==> config.mk <==
export PLATFORM = sky130hd
export DESIGN_NAME = circular_deque
export DESIGN_NICKNAME = d
export VERILOG_FILES = /design/src/design/cdq_pkg.sv /design/src/design/cdq_ram.sv /design/src/design/cdq_ctrl.sv /design/src/design/circular_deque.sv
export SDC_FILE = /design/constraint.sdc
export NUM_CORES = 1
export LEC_CHECK = 0
export CORE_MARGIN = 2
export CORE_UTILIZATION = 50
export DETAILED_ROUTE_END_ITERATION = 6
export DONT_BUFFER_PORTS = 1
export PLACE_DENSITY = 0.74
export SLEW_MARGIN = 20
export SYNTH_ARGS = -nofsm -noshare
export SYNTH_HDL_FRONTEND = slang
export SYNTH_SLANG_ARGS = --single-unit
export TNS_END_PERCENT = 20
==> constraint.sdc <==
create_clock -name clock -period 20.7 [get_ports clock]
set_clock_uncertainty 0.05 [all_clocks]
set_input_delay 1.035 -clock clock [delete_from_list [all_inputs] [get_ports clock]]
set_output_delay 1.035 -clock clock [all_outputs]
set_load 0.05 [all_outputs]
==> src/design/cdq_pkg.sv <==
`default_nettype none
// ---------------------------------------------------------------------------
// cdq_pkg: shared types and constants of the circular deque
// Operation and status codes, the result record handed from the control
// unit to the output stage, and the default ring depth.
// ---------------------------------------------------------------------------
package cdq_pkg;

   localparam int CDQ_DEPTH_DEFAULT = 8;
   localparam int CDQ_WORD_W        = 32;
   localparam int CDQ_OCC_W         = 4;

   typedef enum logic [1:0] {
      CDQ_PUSH_FRONT = 2'd0,
      CDQ_PUSH_BACK  = 2'd1,
      CDQ_POP_FRONT  = 2'd2,
      CDQ_POP_BACK   = 2'd3
   } cdq_kind_type;

   typedef enum logic [1:0] {
      CDQ_ST_DONE      = 2'd0,
      CDQ_ST_OVERFLOW  = 2'd1,
      CDQ_ST_UNDERFLOW = 2'd2
   } cdq_status_type;

   typedef enum logic {
      CDQ_IDLE = 1'b0,
      CDQ_EXEC = 1'b1
   } cdq_state_type;

   typedef struct packed {
      logic signed [CDQ_WORD_W-1:0] popped;
      logic signed [CDQ_WORD_W-1:0] front_word;
      logic signed [CDQ_WORD_W-1:0] rear_word;
      logic [CDQ_OCC_W-1:0]         occupancy;
      logic                         empty_res;
      logic                         full_res;
      cdq_status_type               status;
   } cdq_result_type;

endpackage
`default_nettype wire

==> src/design/cdq_ram.sv <==
`default_nettype none
// ---------------------------------------------------------------------------
// cdq_ram: ring store of the deque
// One write port and one read port; read data is registered and holds
// until the next read.
// ---------------------------------------------------------------------------
module cdq_ram
   import cdq_pkg::*;
#(
   parameter int DEPTH = CDQ_DEPTH_DEFAULT,
   parameter int AW    = $clog2(CDQ_DEPTH_DEFAULT)
) (
   input  wire logic                         clock,
   input  wire logic                         wr_en,
   input  wire logic [AW-1:0]                wr_addr,
   input  wire logic signed [CDQ_WORD_W-1:0] wr_data,
   input  wire logic                         rd_en,
   input  wire logic [AW-1:0]                rd_addr,
   output logic signed [CDQ_WORD_W-1:0]      rd_data
);

   logic signed [CDQ_WORD_W-1:0] store_ff [DEPTH];
   logic signed [CDQ_WORD_W-1:0] rd_data_ff;

   always_ff @(posedge clock) begin
      if (wr_en) begin
         store_ff[wr_addr] <= wr_data;
      end
   end

   always_ff @(posedge clock) begin
      if (rd_en) begin
         rd_data_ff <= store_ff[rd_addr];
      end
   end

   assign rd_data = rd_data_ff;

endmodule
`default_nettype wire

==> src/design/cdq_ctrl.sv <==
`default_nettype none
// ---------------------------------------------------------------------------
// cdq_ctrl: pointer and peek control of the deque
// Keeps head, tail and count, caches the front and rear words, drives the
// ring store and assembles one result per item.
// ---------------------------------------------------------------------------
module cdq_ctrl
   import cdq_pkg::*;
#(
   parameter int DEPTH = CDQ_DEPTH_DEFAULT,
   parameter int AW    = $clog2(CDQ_DEPTH_DEFAULT),
   parameter int CW    = $clog2(CDQ_DEPTH_DEFAULT + 1)
) (
   input  wire logic                         clock,
   input  wire logic                         reset,
   input  wire logic                         req_valid,
   input  wire logic [1:0]                   req_kind,
   input  wire logic signed [CDQ_WORD_W-1:0] req_value,
   output logic                              req_stall,
   input  wire logic                         out_free,
   output logic                              done,
   output cdq_result_type                    result,
   output logic                              wr_en,
   output logic [AW-1:0]                     wr_addr,
   output logic signed [CDQ_WORD_W-1:0]      wr_data,
   output logic                              rd_en,
   output logic [AW-1:0]                     rd_addr,
   input  wire logic signed [CDQ_WORD_W-1:0] rd_data
);

   cdq_state_type state_ff, state_in;

   logic [AW-1:0] head_ff, head_in;
   logic [AW-1:0] tail_ff, tail_in;
   logic [CW-1:0] count_ff, count_in;
   logic signed [CDQ_WORD_W-1:0] front_ff, front_in;
   logic signed [CDQ_WORD_W-1:0] rear_ff, rear_in;
   logic signed [CDQ_WORD_W-1:0] popped_ff, popped_in;
   cdq_status_type status_ff, status_in;
   logic fix_front_ff, fix_front_in;
   logic fix_rear_ff, fix_rear_in;

   logic accept;
   logic is_empty, is_full, is_single;
   logic [AW-1:0] head_inc, head_dec, tail_inc, tail_dec;
   cdq_kind_type kind;

   assign kind      = cdq_kind_type'(req_kind);
   assign is_empty  = (count_ff == '0);
   assign is_full   = (count_ff == CW'(DEPTH));
   assign is_single = (count_ff == CW'(1));

   // Ring positions step modulo DEPTH, which need not be a power of two.
   assign head_inc = (head_ff == AW'(DEPTH - 1)) ? '0 : head_ff + AW'(1);
   assign head_dec = (head_ff == '0) ? AW'(DEPTH - 1) : head_ff - AW'(1);
   assign tail_inc = (tail_ff == AW'(DEPTH - 1)) ? '0 : tail_ff + AW'(1);
   assign tail_dec = (tail_ff == '0) ? AW'(DEPTH - 1) : tail_ff - AW'(1);

   always_comb begin
      state_in = state_ff;
      unique case (state_ff)
         CDQ_IDLE: begin
            if (req_valid) begin
               state_in = CDQ_EXEC;
            end
         end
         CDQ_EXEC: begin
            if (out_free) begin
               state_in = CDQ_IDLE;
            end
         end
         default: state_in = CDQ_IDLE;
      endcase
   end

   always_comb begin
      req_stall = 1'b1;
      accept    = 1'b0;
      done      = 1'b0;
      unique case (state_ff)
         CDQ_IDLE: begin
            req_stall = 1'b0;
            accept    = req_valid;
         end
         CDQ_EXEC: begin
            done = out_free;
         end
         default: begin
            req_stall = 1'b1;
         end
      endcase
   end

   always_comb begin
      head_in      = head_ff;
      tail_in      = tail_ff;
      count_in     = count_ff;
      front_in     = front_ff;
      rear_in      = rear_ff;
      popped_in    = popped_ff;
      status_in    = status_ff;
      fix_front_in = fix_front_ff;
      fix_rear_in  = fix_rear_ff;
      wr_en        = 1'b0;
      wr_addr      = head_dec;
      wr_data      = req_value;
      rd_en        = 1'b0;
      rd_addr      = head_inc;

      if (accept) begin
         popped_in    = '0;
         status_in    = CDQ_ST_DONE;
         fix_front_in = 1'b0;
         fix_rear_in  = 1'b0;
         unique case (kind)
            CDQ_PUSH_FRONT: begin
               if (is_full) begin
                  status_in = CDQ_ST_OVERFLOW;
               end else begin
                  wr_en    = 1'b1;
                  wr_addr  = head_dec;
                  head_in  = head_dec;
                  count_in = count_ff + CW'(1);
                  front_in = req_value;
                  if (is_empty) begin
                     rear_in = req_value;
                  end
               end
            end
            CDQ_PUSH_BACK: begin
               if (is_full) begin
                  status_in = CDQ_ST_OVERFLOW;
               end else begin
                  wr_en    = 1'b1;
                  wr_addr  = tail_inc;
                  tail_in  = tail_inc;
                  count_in = count_ff + CW'(1);
                  rear_in  = req_value;
                  if (is_empty) begin
                     front_in = req_value;
                  end
               end
            end
            CDQ_POP_FRONT: begin
               if (is_empty) begin
                  status_in = CDQ_ST_UNDERFLOW;
               end else begin
                  popped_in = front_ff;
                  head_in   = head_inc;
                  count_in  = count_ff - CW'(1);
                  if (is_single) begin
                     front_in = '0;
                     rear_in  = '0;
                  end else begin
                     // The next front word arrives from the store in the following cycle.
                     rd_en        = 1'b1;
                     rd_addr      = head_inc;
                     fix_front_in = 1'b1;
                  end
               end
            end
            CDQ_POP_BACK: begin
               if (is_empty) begin
                  status_in = CDQ_ST_UNDERFLOW;
               end else begin
                  popped_in = rear_ff;
                  tail_in   = tail_dec;
                  count_in  = count_ff - CW'(1);
                  if (is_single) begin
                     front_in = '0;
                     rear_in  = '0;
                  end else begin
                     rd_en       = 1'b1;
                     rd_addr     = tail_dec;
                     fix_rear_in = 1'b1;
                  end
               end
            end
            default: status_in = CDQ_ST_DONE;
         endcase
      end

      if (done) begin
         if (fix_front_ff) begin
            front_in = rd_data;
         end
         if (fix_rear_ff) begin
            rear_in = rd_data;
         end
         fix_front_in = 1'b0;
         fix_rear_in  = 1'b0;
      end
   end

   always_comb begin
      result.popped     = popped_ff;
      result.front_word = fix_front_ff ? rd_data : front_ff;
      result.rear_word  = fix_rear_ff ? rd_data : rear_ff;
      result.occupancy  = CDQ_OCC_W'(count_ff);
      result.empty_res  = is_empty;
      result.full_res   = is_full;
      result.status     = status_ff;
   end

   always_ff @(posedge clock) begin
      if (reset) begin
         state_ff     <= CDQ_IDLE;
         head_ff      <= '0;
         tail_ff      <= AW'(DEPTH - 1);
         count_ff     <= '0;
         front_ff     <= '0;
         rear_ff      <= '0;
         fix_front_ff <= 1'b0;
         fix_rear_ff  <= 1'b0;
      end else begin
         state_ff     <= state_in;
         head_ff      <= head_in;
         tail_ff      <= tail_in;
         count_ff     <= count_in;
         front_ff     <= front_in;
         rear_ff      <= rear_in;
         fix_front_ff <= fix_front_in;
         fix_rear_ff  <= fix_rear_in;
      end
   end

   always_ff @(posedge clock) begin
      popped_ff <= popped_in;
      status_ff <= status_in;
   end

endmodule
`default_nettype wire

==> src/design/circular_deque.sv <==
`default_nettype none
// ---------------------------------------------------------------------------
// circular_deque: double-ended queue of signed words in a ring store
// Push and pop at either end; one result per item with the popped word,
// the front and rear words, the occupancy, flags and a status code.
// ---------------------------------------------------------------------------
//   channel  direction  handshake             payload
//   req      in         req_valid/req_stall   kind, value
//   rsp      out        rsp_valid/rsp_stall   popped, front_word, rear_word,
//                                             occupancy, empty_res, full_res,
//                                             status
//
// An item passes through IDLE and EXEC: in IDLE the accept updates the pointers
// and writes or reads the ring store, and in EXEC the registered store read
// refreshes the cached front or rear word and the result is loaded.
// The result register lets a new item in while the last result waits.
// A stalled result holds the control in EXEC until it leaves.
// Reset is synchronous and empties the queue; the store itself is not cleared.
// ---------------------------------------------------------------------------
module circular_deque
   import cdq_pkg::*;
#(
   parameter int DEPTH = CDQ_DEPTH_DEFAULT
) (
   input  wire logic                         clock,
   input  wire logic                         reset,
   input  wire logic                         req_valid,
   output logic                              req_stall,
   input  wire logic [1:0]                   req_kind,
   input  wire logic signed [CDQ_WORD_W-1:0] req_value,
   output logic                              rsp_valid,
   input  wire logic                         rsp_stall,
   output logic signed [CDQ_WORD_W-1:0]      rsp_popped,
   output logic signed [CDQ_WORD_W-1:0]      rsp_front_word,
   output logic signed [CDQ_WORD_W-1:0]      rsp_rear_word,
   output logic [CDQ_OCC_W-1:0]              rsp_occupancy,
   output logic                              rsp_empty_res,
   output logic                              rsp_full_res,
   output logic [1:0]                        rsp_status
);

   localparam int AW = $clog2(DEPTH);
   localparam int CW = $clog2(DEPTH + 1);

   logic                         out_free;
   logic                         done;
   cdq_result_type               result;
   logic                         wr_en;
   logic [AW-1:0]                wr_addr;
   logic signed [CDQ_WORD_W-1:0] wr_data;
   logic                         rd_en;
   logic [AW-1:0]                rd_addr;
   logic signed [CDQ_WORD_W-1:0] rd_data;

   logic           rsp_valid_ff, rsp_valid_in;
   cdq_result_type result_ff;

   cdq_ram #(
      .DEPTH (DEPTH),
      .AW    (AW)
   ) u_ram (
      .clock   (clock),
      .wr_en   (wr_en),
      .wr_addr (wr_addr),
      .wr_data (wr_data),
      .rd_en   (rd_en),
      .rd_addr (rd_addr),
      .rd_data (rd_data)
   );

   cdq_ctrl #(
      .DEPTH (DEPTH),
      .AW    (AW),
      .CW    (CW)
   ) u_ctrl (
      .clock     (clock),
      .reset     (reset),
      .req_valid (req_valid),
      .req_kind  (req_kind),
      .req_value (req_value),
      .req_stall (req_stall),
      .out_free  (out_free),
      .done      (done),
      .result    (result),
      .wr_en     (wr_en),
      .wr_addr   (wr_addr),
      .wr_data   (wr_data),
      .rd_en     (rd_en),
      .rd_addr   (rd_addr),
      .rd_data   (rd_data)
   );

   assign out_free     = !rsp_valid_ff || !rsp_stall;
   assign rsp_valid_in = done || (rsp_valid_ff && rsp_stall);

   always_ff @(posedge clock) begin
      if (reset) begin
         rsp_valid_ff <= 1'b0;
      end else begin
         rsp_valid_ff <= rsp_valid_in;
      end
   end

   always_ff @(posedge clock) begin
      if (done) begin
         result_ff <= result;
      end
   end

   assign rsp_valid      = rsp_valid_ff;
   assign rsp_popped     = result_ff.popped;
   assign rsp_front_word = result_ff.front_word;
   assign rsp_rear_word  = result_ff.rear_word;
   assign rsp_occupancy  = result_ff.occupancy;
   assign rsp_empty_res  = result_ff.empty_res;
   assign rsp_full_res   = result_ff.full_res;
   assign rsp_status     = result_ff.status;

endmodule
`default_nettype wire
==> flow_summary.yaml <==
cts:
  ctsHoldBuffers: 0
  postCtsSetupBuffers: 0
  cts_tree: "built"
  cts_max_level: 2
  clock_sinks: 504
  cts-root-buf: "clkbuf_16"
  cts.repair.resized: 0
  cts_buffers: 46
  path_clk_slew_ns: 0.06
  insertion_delay_ns: 0.57
  cts_max_path_buffers: 3
route:
  drtIter0Drc: 1276
  vias_per_cell: 6.17
  drc: 0
  drt_wl_total_mm: 47.9
  routedWlPerCell_um: 24.0
  postRouteAntennaNets: 0
  first_pass_iters: 5
  num_vias: 12300
pwr:
  cellPowerDensity_nw_per_um2: 99.8
  p_leak_nw: 7.73
  p_total_w: 0.00229
  max-vdd-ir-drop_mv: 0.0588
outcome:
  status: "finished clean"
finish:
  n_fill_cell: 3165
  drive_gt1_frac: 0.157
  multi_input_area_sq_um: 5830
  seqCellArea_sq_um: 14400
  areaGrowthSynthToFinish_pct: 9.51
  diodes: 0
  nNetsFinal: 1476
  final_area_sq_um: 22900
timing:
  finalSetupTns_ns: 0
  rsz0062_at_grt: "no"
  maxSlewViolCount: 0
  max_freq_mhz: 229
  period_share: 0.211
  hold_viol_final: 0
  worst_slew_pin_slew_ns: 1.08
  slew_headroom: 0.278
  setup_viol: 0
  min_period_ns: 4.36
setup_path:
  cp.arrival_ns: 4.66
  crit_path_end_kind: "flop"
  worstSetupStartpointType: "flop"
  crit_fanout: 88
  critical_path_required_ns: 21.00
  ff2ff_path_depth: 9
  worst-setup-path-type: "flop to flop"
placement:
  placed_area_sq_um: 21500
  post-dp-hpwl_mm: 28.1
  io_buffer_count: 0
  gp_congestion: 0.827
floorplanning:
  die_h_um: 209
  num_rows: 74
  die_w_um: 209
  io_pins: 144
  start_util: 0.510
  core_sq_um: 41100
  die-area_sq_um: 43600
logic_synthesis:
  yosysTopAreaCell: "edfxtp_1"
  yosys_warnings: 0
  synth_top_cells_by_area: "edfxtp_1 61%, dfxtp_1 7.5%, a211oi_1 7.5%, mux2_2 4.6%, mux2i_1 3.4%"
  synth-edff-count: 426
  ys_async_sr_fraction: 0
  netlist_instances: 1459
  synthFlopType: "edfxtp_1"
  yosysTopAreaCellShare: 0.611
  synth_area_per_cell_sq_um: 14.4
  netlist_area_sq_um: 21000
  syn_nets: 1509
  ys_types: 51
  ys_seq_area_frac: 0.685
  ys_ff_latch: 504
worst_hold_path:
  worstHoldPathCells: 0
  hold_class: "flop to flop"
grt:
  grt_max_degree: 97
  grt_use_total: 0.219
  grt_antenna_before_repair: 0
  grt_pass1_vias: 12300
  grt_pass1_wl_mm: 73.7
  grt-ovfl-total: 0
flow_run:
  maxCapViolCount: 0
==> routing by layer <==
layer | global-route usage | part of all wire | wire, um
met1 | 0.295 | 0.41 | 19600
met4 | 0.0665 | 0.022 | 1040
met3 | 0.0493 | 0.089 | 4280
met2 | 0.356 | 0.48 | 23000
met5 | 0 | 0 | 0
==> state kept, by name, summed over array words and instances, names as in the netlist, 3 cells and up <==
name	flops
u_ram.rd_data	32
u_ctrl.count_ff	4
u_ctrl.rear_ff	32
rsp_rear_word	32
u_ctrl.popped_ff	32
u_ctrl.front_ff	32
rsp_occupancy	4
u_ctrl.tail_ff	3
u_ram.store_ff	256
rsp_popped	32
rsp_front_word	32
u_ctrl.head_ff	3
==> critical path: stages, from the launching register on <==
cell and delay [ns]:
dfxtp_1 0.45, inv_1 0.12, ha_1 0.31, or2_1 0.33, a2111oi_4 0.35, buf_4 0.40
a21o_4 0.47, buf_4 0.90, mux2i_1 0.22, a2111oi_2 0.43
==> where the power goes <==
part           switching, W  internal (W)  leakage (nW)
combinational      0.000143     0.0000900          2.45
sequential        0.0000785       0.00116          4.57
clock              0.000353      0.000465         0.711
total              0.000574       0.00172          7.73
==> layout make-up <==
| class | instances | area share |
|---|---|---|
| clock inverter | 18 | 0.00594 |
| tap | 532 | 0.0290 |
| inverter | 110 | 0.0180 |
| timing repair buffer | 31 | 0.0101 |
| multi-input combinational | 733 | 0.254 |
| sequential | 504 | 0.626 |
| clock buffer | 66 | 0.0571 |
==> cell usage in the layout (no fill, tap or decap), types with 6 or more instances in the layout <==
| cell type | instances |
|---|---|
| edfxtp_1 | 426 |
| a211oi_1 | 207 |
| inv_1 | 110 |
| nor2_1 | 98 |
| mux2_2 | 85 |
| dfxtp_1 | 78 |
| mux2i_1 | 72 |
| clkbuf_16 | 49 |
| nand2_1 | 40 |
| buf_4 | 31 |
| a2111oi_2 | 30 |
| a21oi_1 | 20 |
| nor3_1 | 19 |
| a22oi_1 | 18 |
| nand3b_1 | 16 |
| clkbuf_1 | 15 |
| a221oi_1 | 14 |
| a311oi_1 | 13 |
| ha_1 | 12 |
| o32ai_1 | 11 |
| clkinv_2 | 10 |
| o32a_1 | 7 |
| a22o_1 | 7 |
| nand2b_1 | 6 |
==> per-stage QoR <==
step | instances | worst slack (ns) | utilization | hold slack [ns]
after floorplan | 1459 | 13.25 | - | 0.350
after global placement | 1910 | 16.36 | 0.523 | 0.351
after detailed placement | 1910 | 16.31 | 0.523 | 0.355
after CTS | 1994 | 16.37 | 0.558 | 0.368
after global routing | 1994 | 16.01 | 0.558 | 0.369
final | 1994 | 16.34 | 0.558 | 0.367
==> worst paths after layout <==
| path | startpoint | to | slack (ns) |
|---|---|---|---|
| setup / recovery | u_ctrl.count_ff[0]$_SDFFE_PP0P_ | u_ram.rd_data[7]$_DFFE_PP_ | 16.34 |
| hold / removal | u_ctrl.popped_ff[5]$_DFFE_PP_ | rsp_popped[5]$_DFFE_PP_ | 0.37 |
| setup reg to reg | u_ctrl.count_ff[0]$_SDFFE_PP0P_ | u_ram.rd_data[7]$_DFFE_PP_ | 16.34 |
| hold reg to reg | u_ctrl.popped_ff[5]$_DFFE_PP_ | rsp_popped[5]$_DFFE_PP_ | 0.37 |
==> cells by family (layout without fill, tap and decap cells) <==
family,count (synthesis),after routing,share of synthesized area
AO/OA/AOI/OAI,352,352,0.139
XOR/XNOR,4,4,0.00167
adder cells (fa/ha/maj),12,12,0.00717
buffers and inverters,222,225,0.0413
flip-flops,504,504,0.685
multiplexers,157,157,0.0801
AND/OR/NAND/NOR,208,208,0.0457
==> Yosys cell counts (all sizes together) (2+ instances only) <==
cell	instances
edfxtp	426
a211oi	208
inv	110
nor2	98
mux2	85
clkbuf	84
dfxtp	78
mux2i	72
nand2	40
a2111oi	33
buf	28
nor3	23
a21oi	20
a22oi	20
nand3b	16
a221oi	14
a311oi	13
ha	12
o32ai	11
a22o	7
nor3b	7
o32a	7
nand2b	6
nand3	6
o21ai	6
or2	3
xnor2	3
a21o	2
nor2b	2
o211a	2
o211ai	2
o21a	2
No activity file was read; power rests on OpenSTA's default activity.
